**src/sv/wlm_pkg.sv**
```systemverilog
// Shared types and constants of the waypoint linear mover.
// Used by wlm_queue, wlm_engine and waypoint_linear_mover; no dependencies.
package wlm_pkg;

    localparam int IN_CW    = 32;   // coordinate width on the ports
    localparam int SPEED_W  = 31;   // move_speed register width
    localparam int PROG_W   = 17;   // Q1.16 progress and step
    localparam int QUOT_W   = 16;   // quotient bits of the step division
    localparam int LEFT_W   = 5;    // waypoints_left width

    localparam logic [PROG_W-1:0]  ONE_Q16     = 17'h10000;
    localparam logic [SPEED_W-1:0] SPEED_RESET = 31'd65536;

    localparam logic [1:0] ACT_TICK = 2'd0;
    localparam logic [1:0] ACT_PUSH = 2'd1;
    localparam logic [1:0] ACT_SET  = 2'd2;

    typedef enum logic [3:0] {
        ST_IDLE,
        ST_DECODE,
        ST_ODIFF,
        ST_OABS,
        ST_OSQR,
        ST_ROOT,
        ST_CMP,
        ST_DIV,
        ST_PROG,
        ST_LDIFF,
        ST_LABS,
        ST_LMUL,
        ST_LADD,
        ST_FIN
    } state_t;

    typedef struct packed {
        logic push;
        logic pop;
    } q_ctrl_t;

    typedef struct packed {
        logic              full;
        logic              empty;
        logic [LEFT_W-1:0] left;
    } q_stat_t;

    typedef struct packed {
        logic              push_dropped;
        logic [LEFT_W-1:0] waypoints_left;
        logic              arrived;
        logic [IN_CW-1:0]  pos_z;
        logic [IN_CW-1:0]  pos_y;
        logic [IN_CW-1:0]  pos_x;
    } result_t;

endpackage

```
**src/sv/waypoint_linear_mover.sv**
```systemverilog
// Top level of the waypoint linear mover: stream ports, speed register, result register.
// Depends on wlm_pkg, wlm_queue and wlm_engine.
//
// Each input beat pushes a waypoint, sets the position or ticks the mover, and gives
// exactly one result beat; items run one at a time. Push, set, unused actions and ticks
// with an empty queue go from decode straight to the result. A tick of an open segment
// runs the progress update and three shift-add multiplies on the one shared adder for
// the interpolation. The first tick of a segment adds the distance work on the same
// adder: three shift-add squares, a square root and a compare, plus a division when
// the distance exceeds move_speed.
// The input is not ready while an item is in work. A finished result moves to the output
// register, and the next result waits in the engine while that register is still full.
module waypoint_linear_mover #(
    parameter int WAYPOINT_DEPTH = 16,
    parameter int COORD_WIDTH    = 32
) (
    input  logic          clk,
    input  logic          rst_n,
    input  logic          s_tvalid,
    output logic          s_tready,
    input  logic [95:0]   s_tdata,   // coord_x, coord_y, coord_z
    input  logic [1:0]    s_tuser,   // action
    output logic          m_tvalid,
    input  logic          m_tready,
    output logic [103:0]  m_tdata,   // pos_x, pos_y, pos_z, arrived, waypoints_left,
                                     // push_dropped, zero pad
    input  logic          cfg_valid,
    output logic          cfg_ready,
    input  logic [30:0]   cfg_data   // move_speed
);
    import wlm_pkg::*;

    logic [SPEED_W-1:0]       speed_reg;
    logic                     m_tvalid_reg;
    result_t                  m_data_reg;
    result_t                  res;
    logic                     res_valid, res_free;
    q_ctrl_t                  q_ctrl;
    q_stat_t                  q_stat;
    logic [3*COORD_WIDTH-1:0] q_rd, q_wr;

    wlm_queue #(
        .WAYPOINT_DEPTH (WAYPOINT_DEPTH),
        .COORD_WIDTH    (COORD_WIDTH)
    ) u_queue (
        .clk     (clk),
        .rst_n   (rst_n),
        .ctrl    (q_ctrl),
        .wr_data (q_wr),
        .rd_data (q_rd),
        .stat    (q_stat)
    );

    wlm_engine #(
        .COORD_WIDTH (COORD_WIDTH)
    ) u_engine (
        .clk       (clk),
        .rst_n     (rst_n),
        .speed     (speed_reg),
        .in_valid  (s_tvalid),
        .in_ready  (s_tready),
        .in_action (s_tuser),
        .in_x      (s_tdata[31:0]),
        .in_y      (s_tdata[63:32]),
        .in_z      (s_tdata[95:64]),
        .target    (q_rd),
        .wr_data   (q_wr),
        .q_stat    (q_stat),
        .q_ctrl    (q_ctrl),
        .res       (res),
        .res_valid (res_valid),
        .res_free  (res_free)
    );

    assign cfg_ready = 1'b1;
    assign res_free  = !m_tvalid_reg || m_tready;

    always_ff @(posedge clk or negedge rst_n)
    begin
        if (!rst_n)
        begin
            speed_reg    <= SPEED_RESET;
            m_tvalid_reg <= 1'b0;
        end
        else
        begin
            if (cfg_valid)
            begin
                speed_reg <= cfg_data;
            end
            if (res_free)
            begin
                m_tvalid_reg <= res_valid;
            end
        end
    end

    always_ff @(posedge clk)
    begin
        if (res_free && res_valid)
        begin
            m_data_reg <= res;
        end
    end

    assign m_tvalid = m_tvalid_reg;
    assign m_tdata  = {1'b0, m_data_reg};

endmodule

```
**src/sv/wlm_queue.sv**
```systemverilog
// Circular waypoint queue: memory of x,y,z entries with head and fill count.
// Depends on wlm_pkg.
module wlm_queue #(
    parameter int WAYPOINT_DEPTH = 16,
    parameter int COORD_WIDTH    = 32
) (
    input  logic                     clk,
    input  logic                     rst_n,
    input  wlm_pkg::q_ctrl_t         ctrl,
    input  logic [3*COORD_WIDTH-1:0] wr_data,
    output logic [3*COORD_WIDTH-1:0] rd_data,
    output wlm_pkg::q_stat_t         stat
);
    import wlm_pkg::*;

    localparam int IW  = $clog2(WAYPOINT_DEPTH);
    localparam int CTW = $clog2(WAYPOINT_DEPTH + 1);
    localparam int SMW = IW + 2;

    logic [3*COORD_WIDTH-1:0] mem [WAYPOINT_DEPTH];
    logic [3*COORD_WIDTH-1:0] rd_reg;
    logic [IW-1:0]            head_reg, head_next;
    logic [CTW-1:0]           count_reg, count_next;
    logic [SMW-1:0]           tail_sum;
    logic [IW-1:0]            tail;

    always_comb
    begin
        tail_sum = SMW'(head_reg) + SMW'(count_reg);
        if (tail_sum >= SMW'(WAYPOINT_DEPTH))
        begin
            tail = IW'(tail_sum - SMW'(WAYPOINT_DEPTH));
        end
        else
        begin
            tail = IW'(tail_sum);
        end
    end

    always_ff @(posedge clk)
    begin
        if (ctrl.push)
        begin
            mem[tail] <= wr_data;
        end
        rd_reg <= mem[head_reg];
    end

    always_comb
    begin
        head_next  = head_reg;
        count_next = count_reg;
        if (ctrl.pop)
        begin
            head_next = (head_reg == IW'(WAYPOINT_DEPTH - 1)) ? '0 : head_reg + 1'b1;
        end
        if (ctrl.push && !ctrl.pop)
        begin
            count_next = count_reg + 1'b1;
        end
        else if (ctrl.pop && !ctrl.push)
        begin
            count_next = count_reg - 1'b1;
        end
    end

    always_ff @(posedge clk or negedge rst_n)
    begin
        if (!rst_n)
        begin
            head_reg  <= '0;
            count_reg <= '0;
        end
        else
        begin
            head_reg  <= head_next;
            count_reg <= count_next;
        end
    end

    assign rd_data    = rd_reg;
    assign stat.full  = (count_reg == CTW'(WAYPOINT_DEPTH));
    assign stat.empty = (count_reg == '0);
    assign stat.left  = LEFT_W'(count_reg);

    a_count_bound: assert property (@(posedge clk) disable iff (!rst_n)
        count_reg <= CTW'(WAYPOINT_DEPTH))
        else $error("queue count exceeds depth");
    a_pop_nonempty: assert property (@(posedge clk) disable iff (!rst_n)
        ctrl.pop |-> (count_reg != '0))
        else $error("pop from empty queue");
    a_push_count: assert property (@(posedge clk) disable iff (!rst_n)
        (ctrl.push && !ctrl.pop) |=> (count_reg == $past(count_reg) + 1'b1))
        else $error("push did not raise the count");

endmodule

```
**src/sv/wlm_engine.sv**
```systemverilog
// Sequencer and shared add/subtract unit: segment distance by shift-add squares,
// digit-by-digit square root, restoring division and shift-add interpolation.
// Depends on wlm_pkg.
module wlm_engine #(
    parameter int COORD_WIDTH = 32
) (
    input  logic                           clk,
    input  logic                           rst_n,
    input  logic [wlm_pkg::SPEED_W-1:0]    speed,
    input  logic                           in_valid,
    output logic                           in_ready,
    input  logic [1:0]                     in_action,
    input  logic signed [wlm_pkg::IN_CW-1:0] in_x,
    input  logic signed [wlm_pkg::IN_CW-1:0] in_y,
    input  logic signed [wlm_pkg::IN_CW-1:0] in_z,
    input  logic [3*COORD_WIDTH-1:0]       target,
    output logic [3*COORD_WIDTH-1:0]       wr_data,
    input  wlm_pkg::q_stat_t               q_stat,
    output wlm_pkg::q_ctrl_t               q_ctrl,
    output wlm_pkg::result_t               res,
    output logic                           res_valid,
    input  logic                           res_free
);
    import wlm_pkg::*;

    localparam int CW   = COORD_WIDTH;
    localparam int MW   = CW + 1;       // magnitude of a coordinate difference
    localparam int NR   = CW + 2;       // root bits
    localparam int SW   = 2 * NR;       // sum of squares
    localparam int AW   = SW + 1;       // shared adder
    localparam int RMW  = NR + 2;       // root and division remainder
    localparam int CNTW = $clog2(NR + 1);

    state_t                  state_reg, state_next;
    logic [1:0]              act_reg, act_next;
    logic signed [CW-1:0]    inp_reg [3];
    logic signed [CW-1:0]    inp_next [3];
    logic signed [CW-1:0]    pos_reg [3];
    logic signed [CW-1:0]    pos_next [3];
    logic signed [CW-1:0]    start_reg [3];
    logic signed [CW-1:0]    start_next [3];
    logic [SW-1:0]           acc_reg, acc_next;
    logic [SW-1:0]           mcand_reg, mcand_next;
    logic [MW-1:0]           mplier_reg, mplier_next;
    logic signed [CW:0]      m_reg, m_next;
    logic                    neg_reg, neg_next;
    logic [RMW-1:0]          rem_reg, rem_next;
    logic [NR-1:0]           root_reg, root_next;
    logic [QUOT_W-1:0]       q_reg, q_next;
    logic [CNTW-1:0]         cnt_reg, cnt_next;
    logic [1:0]              axis_reg, axis_next;
    logic [PROG_W-1:0]       progress_reg, progress_next;
    logic [PROG_W-1:0]       step_reg, step_next;
    logic                    open_reg, open_next;
    logic                    arrived_reg, arrived_next;
    logic                    dropped_reg, dropped_next;

    logic [AW-1:0]           alu_a, alu_b, alu_res;
    logic                    alu_sub, alu_neg;
    logic signed [CW-1:0]    tgt;
    logic signed [CW-1:0]    start_sel;
    logic [RMW+1:0]          rem_cat;
    logic [RMW:0]            div_r2;
    logic [PROG_W:0]         prog_sum;

    always_comb
    begin
        case (axis_reg)
            2'd0:    tgt = target[CW-1:0];
            2'd1:    tgt = target[2*CW-1:CW];
            default: tgt = target[3*CW-1:2*CW];
        endcase
    end

    assign start_sel = start_reg[axis_reg];
    assign rem_cat   = {rem_reg, acc_reg[SW-1:SW-2]};
    assign div_r2    = {rem_reg, 1'b0};

    // Shared adder: every arithmetic step of the sequencer goes through here.
    always_comb
    begin
        alu_a   = '0;
        alu_b   = '0;
        alu_sub = 1'b0;
        case (state_reg)
            ST_ODIFF, ST_LDIFF:
            begin
                alu_a   = AW'(tgt);
                alu_b   = AW'(start_sel);
                alu_sub = 1'b1;
            end
            ST_OABS, ST_LABS:
            begin
                if (m_reg[CW])
                begin
                    alu_b   = AW'(m_reg);
                    alu_sub = 1'b1;
                end
                else
                begin
                    alu_a = AW'(m_reg);
                end
            end
            ST_OSQR, ST_LMUL:
            begin
                alu_a = AW'(acc_reg);
                alu_b = AW'(mcand_reg);
            end
            ST_ROOT:
            begin
                alu_a   = AW'(rem_cat);
                alu_b   = AW'({root_reg, 2'b01});
                alu_sub = 1'b1;
            end
            ST_CMP:
            begin
                alu_a   = AW'(speed);
                alu_b   = AW'(root_reg);
                alu_sub = 1'b1;
            end
            ST_DIV:
            begin
                alu_a   = AW'(div_r2);
                alu_b   = AW'(root_reg);
                alu_sub = 1'b1;
            end
            ST_PROG:
            begin
                alu_a = AW'(progress_reg);
                alu_b = AW'(step_reg);
            end
            ST_LADD:
            begin
                alu_a   = AW'(start_sel);
                alu_b   = AW'(acc_reg[SW-1:16]);
                alu_sub = neg_reg;
            end
            default:
            begin
                alu_a = '0;
            end
        endcase
        alu_res  = alu_sub ? (alu_a - alu_b) : (alu_a + alu_b);
        alu_neg  = alu_res[AW-1];
        prog_sum = alu_res[PROG_W:0];
    end

    always_comb
    begin
        logic [QUOT_W-1:0] q_nx;
        state_next    = state_reg;
        act_next      = act_reg;
        inp_next      = inp_reg;
        pos_next      = pos_reg;
        start_next    = start_reg;
        acc_next      = acc_reg;
        mcand_next    = mcand_reg;
        mplier_next   = mplier_reg;
        m_next        = m_reg;
        neg_next      = neg_reg;
        rem_next      = rem_reg;
        root_next     = root_reg;
        q_next        = q_reg;
        cnt_next      = cnt_reg;
        axis_next     = axis_reg;
        progress_next = progress_reg;
        step_next     = step_reg;
        open_next     = open_reg;
        arrived_next  = arrived_reg;
        dropped_next  = dropped_reg;
        q_ctrl        = '0;
        res_valid     = 1'b0;
        q_nx          = '0;

        case (state_reg)
            ST_IDLE:
            begin
                if (in_valid)
                begin
                    act_next     = in_action;
                    inp_next[0]  = CW'(in_x);
                    inp_next[1]  = CW'(in_y);
                    inp_next[2]  = CW'(in_z);
                    arrived_next = 1'b0;
                    dropped_next = 1'b0;
                    state_next   = ST_DECODE;
                end
            end
            ST_DECODE:
            begin
                state_next = ST_FIN;
                case (act_reg)
                    ACT_PUSH:
                    begin
                        if (q_stat.full)
                        begin
                            dropped_next = 1'b1;
                        end
                        else
                        begin
                            q_ctrl.push = 1'b1;
                        end
                    end
                    ACT_SET:
                    begin
                        pos_next = inp_reg;
                    end
                    ACT_TICK:
                    begin
                        if (!q_stat.empty)
                        begin
                            axis_next = 2'd0;
                            if (!open_reg)
                            begin
                                start_next = pos_reg;
                                acc_next   = '0;
                                state_next = ST_ODIFF;
                            end
                            else
                            begin
                                state_next = ST_PROG;
                            end
                        end
                    end
                    default:
                    begin
                        state_next = ST_FIN;
                    end
                endcase
            end
            ST_ODIFF:
            begin
                m_next     = alu_res[MW-1:0];
                state_next = ST_OABS;
            end
            ST_OABS:
            begin
                mcand_next  = SW'(alu_res[MW-1:0]);
                mplier_next = alu_res[MW-1:0];
                cnt_next    = '0;
                state_next  = ST_OSQR;
            end
            ST_OSQR:
            begin
                if (mplier_reg[0])
                begin
                    acc_next = alu_res[SW-1:0];
                end
                mcand_next  = mcand_reg << 1;
                mplier_next = mplier_reg >> 1;
                cnt_next    = cnt_reg + 1'b1;
                if (cnt_reg == CNTW'(MW - 1))
                begin
                    if (axis_reg == 2'd2)
                    begin
                        rem_next   = '0;
                        root_next  = '0;
                        cnt_next   = '0;
                        state_next = ST_ROOT;
                    end
                    else
                    begin
                        axis_next  = axis_reg + 1'b1;
                        state_next = ST_ODIFF;
                    end
                end
            end
            ST_ROOT:
            begin
                // One root bit per cycle; the radicand shifts out two bits at a time.
                acc_next = acc_reg << 2;
                if (!alu_neg)
                begin
                    rem_next  = alu_res[RMW-1:0];
                    root_next = {root_reg[NR-2:0], 1'b1};
                end
                else
                begin
                    rem_next  = rem_cat[RMW-1:0];
                    root_next = {root_reg[NR-2:0], 1'b0};
                end
                cnt_next = cnt_reg + 1'b1;
                if (cnt_reg == CNTW'(NR - 1))
                begin
                    state_next = ST_CMP;
                end
            end
            ST_CMP:
            begin
                progress_next = '0;
                open_next     = 1'b1;
                if (alu_neg)
                begin
                    // The distance exceeds the speed, so speed fits the remainder.
                    rem_next   = RMW'(speed);
                    q_next     = '0;
                    cnt_next   = '0;
                    state_next = ST_DIV;
                end
                else
                begin
                    step_next  = ONE_Q16;
                    state_next = ST_PROG;
                end
            end
            ST_DIV:
            begin
                if (!alu_neg)
                begin
                    rem_next = alu_res[RMW-1:0];
                    q_nx     = {q_reg[QUOT_W-2:0], 1'b1};
                end
                else
                begin
                    rem_next = div_r2[RMW-1:0];
                    q_nx     = {q_reg[QUOT_W-2:0], 1'b0};
                end
                q_next   = q_nx;
                cnt_next = cnt_reg + 1'b1;
                if (cnt_reg == CNTW'(QUOT_W - 1))
                begin
                    step_next  = (q_nx == '0) ? PROG_W'(1) : PROG_W'(q_nx);
                    state_next = ST_PROG;
                end
            end
            ST_PROG:
            begin
                progress_next = (prog_sum > (PROG_W + 1)'(ONE_Q16)) ? ONE_Q16
                                                                    : prog_sum[PROG_W-1:0];
                axis_next     = 2'd0;
                state_next    = ST_LDIFF;
            end
            ST_LDIFF:
            begin
                m_next     = alu_res[MW-1:0];
                state_next = ST_LABS;
            end
            ST_LABS:
            begin
                mcand_next  = SW'(alu_res[MW-1:0]);
                mplier_next = MW'(progress_reg);
                neg_next    = m_reg[CW];
                acc_next    = '0;
                cnt_next    = '0;
                state_next  = ST_LMUL;
            end
            ST_LMUL:
            begin
                if (mplier_reg[0])
                begin
                    acc_next = alu_res[SW-1:0];
                end
                mcand_next  = mcand_reg << 1;
                mplier_next = mplier_reg >> 1;
                cnt_next    = cnt_reg + 1'b1;
                if (cnt_reg == CNTW'(PROG_W - 1))
                begin
                    state_next = ST_LADD;
                end
            end
            ST_LADD:
            begin
                pos_next[axis_reg] = alu_res[CW-1:0];
                if (axis_reg == 2'd2)
                begin
                    if (progress_reg == ONE_Q16)
                    begin
                        q_ctrl.pop   = 1'b1;
                        arrived_next = 1'b1;
                        open_next    = 1'b0;
                    end
                    state_next = ST_FIN;
                end
                else
                begin
                    axis_next  = axis_reg + 1'b1;
                    state_next = ST_LDIFF;
                end
            end
            ST_FIN:
            begin
                res_valid = 1'b1;
                if (res_free)
                begin
                    state_next = ST_IDLE;
                end
            end
            default:
            begin
                state_next = ST_IDLE;
            end
        endcase
    end

    always_ff @(posedge clk or negedge rst_n)
    begin
        if (!rst_n)
        begin
            state_reg    <= ST_IDLE;
            pos_reg      <= '{default: '0};
            start_reg    <= '{default: '0};
            progress_reg <= '0;
            step_reg     <= '0;
            open_reg     <= 1'b0;
            arrived_reg  <= 1'b0;
            dropped_reg  <= 1'b0;
            axis_reg     <= '0;
            cnt_reg      <= '0;
        end
        else
        begin
            state_reg    <= state_next;
            pos_reg      <= pos_next;
            start_reg    <= start_next;
            progress_reg <= progress_next;
            step_reg     <= step_next;
            open_reg     <= open_next;
            arrived_reg  <= arrived_next;
            dropped_reg  <= dropped_next;
            axis_reg     <= axis_next;
            cnt_reg      <= cnt_next;
        end
    end

    always_ff @(posedge clk)
    begin
        act_reg    <= act_next;
        inp_reg    <= inp_next;
        acc_reg    <= acc_next;
        mcand_reg  <= mcand_next;
        mplier_reg <= mplier_next;
        m_reg      <= m_next;
        neg_reg    <= neg_next;
        rem_reg    <= rem_next;
        root_reg   <= root_next;
        q_reg      <= q_next;
    end

    assign in_ready = (state_reg == ST_IDLE);
    assign wr_data  = {inp_reg[2], inp_reg[1], inp_reg[0]};

    assign res.pos_x          = IN_CW'(pos_reg[0]);
    assign res.pos_y          = IN_CW'(pos_reg[1]);
    assign res.pos_z          = IN_CW'(pos_reg[2]);
    assign res.arrived        = arrived_reg;
    assign res.waypoints_left = q_stat.left;
    assign res.push_dropped   = dropped_reg;

    a_progress_bound: assert property (@(posedge clk) disable iff (!rst_n)
        progress_reg <= ONE_Q16)
        else $error("progress above one");
    a_lerp_open: assert property (@(posedge clk) disable iff (!rst_n)
        (state_reg == ST_LMUL || state_reg == ST_LADD) |-> open_reg)
        else $error("interpolating without an open segment");
    a_arrive_closes: assert property (@(posedge clk) disable iff (!rst_n)
        (state_reg == ST_FIN && arrived_reg) |-> (!open_reg && progress_reg == ONE_Q16))
        else $error("arrival without full progress");

endmodule

```
**config.mk**
```make
export PLATFORM = sky130hd
export DESIGN_NAME = waypoint_linear_mover
export DESIGN_NICKNAME = d
export VERILOG_FILES = /design/src/sv/wlm_pkg.sv /design/src/sv/waypoint_linear_mover.sv /design/src/sv/wlm_queue.sv /design/src/sv/wlm_engine.sv
export SDC_FILE = /design/constraint.sdc
export NUM_CORES = 2
export LEC_CHECK = 0
export BUFFER_PORTS_ARGS = -buffer_cell sky130_fd_sc_hd__buf_4
export CORE_MARGIN = 3
export CORE_UTILIZATION = 25
export CTS_BUF_LIST = sky130_fd_sc_hd__clkbuf_4
export DETAILED_ROUTE_END_ITERATION = 16
export PLACE_DENSITY_LB_ADDON = 0.05
export SETUP_SLACK_MARGIN = 0.1
export SKIP_LAST_GASP = 1
export SLEW_MARGIN = 0
export SYNTH_ARGS = -nofsm -noshare
export SYNTH_HDL_FRONTEND = slang
export SYNTH_HIERARCHICAL = 1
export SYNTH_SLANG_ARGS = --single-unit
```
**constraint.sdc**
```tcl
create_clock -name clk -period 10 [get_ports clk]
set_input_delay 1.5 -clock clk [delete_from_list [all_inputs] [get_ports clk]]
set_output_delay 1.5 -clock clk [all_outputs]
set_load 0.01 [all_outputs]
```
After elaboration in Yosys (flattened, before gate mapping)
Memory sizes are Yosys's and may differ from the RTL's. A register that Yosys moved wholly into a read port is not among the register bits. Index checks and enable logic that the tools add are counted.

Bits in registers: 771. Bits in latches: 0. RAM bits: 1536. Bits in read-only memories: 0. Output and inout bits: 107. Memories: 1.

Memory list: u_queue.mem (depth 16, width 96, rd ports 1, clocked after memory_dff 1, write ports 1, line wlm_queue.sv:20) `logic [3*COORD_WIDTH-1:0] mem [WAYPOINT_DEPTH];`.

Add/subtract/negate cells: 9. Multiply operators: 0. Div/mod/pow operators: 0. Magnitude comparators: 4. Equality and inequality tests: 42. Shift-type cells: 0. Mux-type cells: 88. Bitwise gates (word level): 3. Reductions and logical operators: 47.

Operators with widths (number): case mux 69 bit (8 select lines) (1); case mux 69 bit (7 select lines) (1); two-way mux 68 bit (4); case mux 68 bit (4 select lines) (1); case mux 96 bit (2 select lines) (1); two-way mux 36 bit (5); case mux 36 bit (4 select lines) (1); two-way mux 69 bit (2); case mux 68 bit (2 select lines) (1); two-way mux 32 bit (4); case mux 33 bit (3 select lines) (1); bitwise mux 96 bit (1); two-way mux 96 bit (1); adder 69 bit (1); subtractor 69 bit (1); two-way mux 34 bit (2); case mux 17 bit (2 select lines) (2); case mux 34 bit (2 select lines) (1); binary-select mux 32 bit (select 2 bit) (1); demux 32 bit (select 2 bit) (1); case mux 32 bit (2 select lines) (1); case mux 4 bit (14 select lines) (1); two-way mux 17 bit (3); two-way mux 4 bit (12); other kinds (56) (143).

Depth between registers and ports, before layout
Depth in word-level cells: 13. Mapped depth: 33. Depth with buffers taken out: 26.

By module
The synthesis kept the hierarchy.

Modules (own cells, without submodules): wlm_queue (instances 1, cells each 2533, area each 60011.3 um2); wlm_engine (instances 1, cells each 3406, area each 34986.1 um2); waypoint_linear_mover (instances 1, cells each 176, area each 4319.1 um2).

Least setup slack after synthesis
OpenSTA, ideal clock, no wires.

Path kind: register to register. From: reg u_engine.state_reg[1]. To: reg u_engine.rem_reg[0] (enable). Arrival time: 7.877 ns. Data required time: 9.559 ns. Path slack: 1.682 ns. Cell stages (with the launch flop): 32. Path buffers: 8. Period minus slack after synthesis: 8.318 ns. Cells stage by stage: dfrtp_1 buf_6 or3b_1 a21o_1 buf_4 inv_2 buf_4 buf_2 a221oi_1 nand4_1 nor2_1 nand4_2 or3_4 or2_1 buf_2 nor3_1 xnor2_1 o22ai_1 ha_1 clkbuf_1 nand4_1 or2_2 nor3_1 a21oi_1 a21oi_1 a21oi_1 o21a_1 nor3_1 nor2_1 buf_2 clkbuf_1 a21oi_1.

Word-level cells in the longest chain between the ends: 7. Elaborated cells on any way between the ends: 27. Those cells by class: add/sub: 2; eq/ne: 14; mux: 4; reduce/logical: 7.

RTL lines: from (decl) (line wlm_engine.sv:34) `state_t state_reg, state_next;`; from (signal assigned) (line wlm_engine.sv:412) `state_reg <= state_next;`; == test 4 x 3 -> 1 bit, or another cell as far along (line wlm_engine.sv:85, wlm_engine.sv:175); OR reduction 2 bit (no source line); case mux 69 bit (8 select lines) / case mux 69 bit (7 select lines) (equally long branches) (line wlm_engine.sv:85) `case (state_reg)`; adder 69 bit / subtractor 69 bit (equally long branches) (line wlm_engine.sv:143) `alu_res = alu_sub ? (alu_a - alu_b) : (alu_a + alu_b);`; two-way mux 69 bit (line wlm_engine.sv:143); inequality test 2 x 1 -> 1 bit (no source line); AND reduction 4 bit (no source line) (*); to (signal assigned) (line wlm_engine.sv:434) `rem_reg <= rem_next;`; to (decl) (line wlm_engine.sv:47) `logic [RMW-1:0] rem_reg, rem_next;`.

Mark *: on every way between the ends. The rest lies on a longest branch, timed or not. A chain may end at the register's enable or synchronous reset.

Final worst setup path
From: reg u_engine.state_reg[3]. To: reg u_engine.step_reg[4].

Word-level cells in the longest chain between the ends: 11. Elaborated cells on any way between the ends: 32. Those cells by class: add/sub: 2; eq/ne: 13; mux: 9; reduce/logical: 8.

RTL lines: == test 4 x 3 -> 1 bit, or another cell as far along (line wlm_engine.sv:85); OR reduction 2 bit (no source line); case mux 69 bit (8 select lines) / case mux 69 bit (7 select lines) (equally long branches) (line wlm_engine.sv:85); adder 69 bit / subtractor 69 bit (equally long branches) (line wlm_engine.sv:143); two-way mux 69 bit (line wlm_engine.sv:143); two-way mux 1 bit (line wlm_engine.sv:308) `if (!alu_neg)`; two-way mux 16 bit (line wlm_engine.sv:175) `case (state_reg)`; logical NOT 16 bit (line wlm_engine.sv:322) `step_next = (q_nx == '0) ? PROG_W'(1) : PROG_W'(q_nx);`; two-way mux 16 bit (line wlm_engine.sv:322); two-way mux 17 bit (line wlm_engine.sv:320) `if (cnt_reg == CNTW'(QUOT_W - 1))`; case mux 17 bit (2 select lines) (line wlm_engine.sv:175); to (signal assigned) (line wlm_engine.sv:416) `step_reg <= step_next;`; to (decl) (line wlm_engine.sv:53) `logic [PROG_W-1:0] step_reg, step_next;`.

Several ways; a longest one is shown, not always the timed one. The select of a mux whose other input is x is not followed.

==> impl_metrics.py <==
metrics = {
    "sta": {
        "rsz0062_at_grt": "false",
        "fin_crit_ns": 9.03,
        "setup_ws_ns": 0.965,
        "fin_crit_sh": 0.903,
        "slew_headroom": 0.179,
        "fin_tns_setup_ns": 0,
        "worstMarginPinSlew_ns": 1.23,
        "fmax_mhz": 111,
        "hold_violations": 0,
        "slew_violations": 0,
        "fin_worst_skew_ns": 0.147,
        "setup_violations": 0,
    },
    "cts": {
        "cts-root-buf": "clkbuf_4",
        "cts_tree": "yes",
        "cts.sinks": 2403,
        "h-tree-depth": 6,
        "clkLatencyLatePin_ns": 1.58,
        "cts_buffer_depth": 4,
        "numCtsBuffers": 704,
        "clkTransAtPathRegs_ns": 0.06,
    },
    "global_route": {
        "grt_pass1_vias": 65200,
        "grt_pass1_wl_mm": 556,
        "grt_antenna_before_repair": 35,
        "grt_usage": 0.197,
        "overflow": 0,
        "grt_max_degree": 105,
    },
    "setup_path": {
        "worstSetupPathType": "flop to flop",
        "cp.required_ns": 11.35,
        "arrival_ns": 10.39,
        "cp-start-kind": "flop",
        "crit_fanout": 28,
        "end_kind": "flop",
    },
    "floorplanning": {
        "dieArea_um2": 405000,
        "num_rows": 230,
        "dieWidth_um": 636,
        "core_area_um2": 394000,
        "io_pins": 241,
        "start_util": 0.252,
        "die_h_um": 636,
    },
    "cells_and_area": {
        "drive_above_1_share": 0.300,
        "largest_register_ffs": 1536,
        "syn_to_final_growth_pct": 19.6,
        "utilization": 0.302,
        "final_nets": 7221,
        "largest_register": "u_queue/mem",
        "finalInstanceArea_um2": 119000,
    },
    "route": {
        "drt_iter0_drc": 5274,
        "route.met3.wl_mm": 20.0,
        "top_layer_used": "met5",
        "wl_per_cell_um": 31.9,
        "wirelength_mm": 409,
        "num_vias": 63100,
        "wl_met1_mm": 178,
        "vias_per_cell": 4.92,
        "drc": 0,
        "dr_wl_met2_mm": 199,
        "drtAntennaViolNets": 0,
        "first_pass_iters": 8,
    },
    "outcome": {
        "outcome": "finished, final reports clean",
    },
    "place": {
        "routabilityCongestion": 0.868,
        "dp.final_hpwl_mm": 267,
        "placed_cell_area_um2": 108000,
        "dp_worst_setup_slack_ns": 0.960,
        "port_buffers": 238,
    },
    "synth": {
        "yosysTopAreaCell": "edfxtp_1",
        "ys_seq_area_frac": 0.703,
        "synth_ff_type": "edfxtp_1",
        "synth_cell_type_count": 97,
        "syn-cell-area_um2": 99300,
        "syn_area_per_cell_um2": 16.2,
        "synth_edf_count": 2025,
        "synth_top_cell_area_share": 0.612,
        "async_flop_share": 0.117,
        "syn-instance-count": 6115,
        "synthesis.nets": 6336,
        "yosys_warnings": 6,
        "ys_top_cells_by_area": "edfxtp_1 (61%), mux4_2 (8.7%), dfrtp_1 (7.1%)",
        "yosys_register_bits": 2403,
    },
    "flow_run": {
        "drv_cap": 0,
    },
    "power": {
        "p_per_area_nw_per_um2": 174,
        "cellLeakagePower_nw": 41.5,
        "total_power_mw": 20.7,
        "peakVddDrop_uv": 99.4,
    },
    "hold_path": {
        "hp-class": "primary input to flop",
    },
}
-- synth_stat cells, types with 17 or more instances --
cell and number:
mux2_2 163, dfrtp_1 281, a21o_1 74, o21ai_0 359, nand3_1 49, o22ai_1 24
o21bai_1 26, a222oi_1 31, nor4_1 19, edfxtp_1 2025, xnor2_1 76, buf_1 39
mux4_2 384, mux2i_1 51, and3_1 63, buf_4 23, a221o_1 18, ha_1 84
a22o_1 53, nand4_1 42, xor2_1 59, clkbuf_1 249, nand2_1 506, a21oi_1 180
buf_6 23, inv_1 91, nor2_1 200, a22oi_1 360, a221oi_1 40, o211ai_1 25
buf_2 53, and2_1 44, dfxtp_1 96, a31oi_1 17, nor3_1 44, a211oi_1 17
-- per-stage QoR --
| stage | std cells | hold slack, ns |
|---|---|---|
| 6_report | 12800 | 0.257 |
| 5_1_grt | 12800 | 0.126 |
| 4_1_cts | 12800 | 0.00602 |
| 3_5_place_dp | 11400 | 0.474 |
| 3_3_place_gp | 11400 | 0.472 |
| 2_1_floorplan | 6115 | 0.442 |
-- cell families after synthesis --
logic type      Yosys count  share of synthesized area
fa+ha+maj                87                     0.0112
simple gates           1061                     0.0491
flops                  2403                      0.703
other cells               2                  0.0000756
xor+xnor                135                     0.0119
compound gates         1346                     0.0927
buf+inv                 481                     0.0215
mux                     600                      0.111
-- timing repair --
| action | 4_1_cts | 5_1_grt |
|---|---|---|
| setup buffers | 0 | 0 |
| hold endpoints to repair | 186 | 0 |
| hold buffers | 115 | 0 |
| resized for setup | 0 | 0 |
-- worst paths after layout --
| check | cells after the start | start | slack [ns] | endpoint |
|---|---|---|---|---|
| min | 2 | cfg_data[27] | 0.26 | speed_reg[27] |
| max in group asynchronous | 4 | rst_n | 7.47 | speed_reg[17] |
| min reg2reg | 0 | u_engine/res[6] | 0.48 | m_tdata[6] |
| max | 24 | u_engine/state_reg[3] | 0.97 | u_engine/step_reg[4] |
| max reg2reg | 24 | u_engine/state_reg[3] | 0.97 | u_engine/step_reg[4] |
| min in group asynchronous | 2 | rst_n | 0.64 | speed_reg[8] |
-- critical path, stage by stage, from the launching register on --
cell	delay [ns]
dfrtp_2	0.77
buf_4	0.42
nor4b_2	0.10
buf_4	0.31
o21ai_0	0.33
o21ai_0	0.17
a2111oi_0	0.64
nand4_1	0.18
nor2_1	0.26
buf_4	0.18
nand2_1	0.09
or3_1	0.45
o21ai_0	0.30
xor2_1	0.33
ha_1	0.39
nand4_1	0.17
o41ai_1	0.66
o21ba_2	0.32
a21oi_1	0.40
a21oi_1	0.24
o21a_1	0.32
o21a_1	0.18
nor2_4	0.52
a21o_1	0.68
mux2_2	0.41
-- routing by layer --
layer | vias up | track usage
met2 | 2158 | 0.331
met5 | - | 0
li1 | 26700 | -
met4 | 4 | 0.0564
met3 | 612 | 0.0295
met1 | 33700 | 0.262
-- cell type report --
class,count,area (µm²)
clock buffers,1102,8270
repair buffers,567,4840
multi-input cells,3231,27900
clock inverters,183,1100
well taps,5220,6530
fillers,39300,275000
inverters,93,349
diodes,25,62.6
flip-flops and latches,2403,69800
-- power by group --
part / internal, mW / total, mW / switching (mW)
Clock: 5.20 / 9.77 / 4.57
Sequential: 10.7 / 10.8 / 0.0208
Combinational: 0.0750 / 0.137 / 0.0619
Total: 16.0 / 20.7 / 4.66
-- cell usage in the layout (no fill, tap or decap), types with 96 or more instances in the layout --
cell,count
nor2_1,173
a22oi_1,360
dfxtp_1,96
clkinv_1,126
dfrtp_1,275
buf_4,428
dlygate4sd3_1,115
a21oi_1,177
clkbuf_4,1102
mux2_2,163
o21ai_0,356
edfxtp_1,2025
mux4_2,384
nand2_1,502
Power figures use the tool's default switching activity.
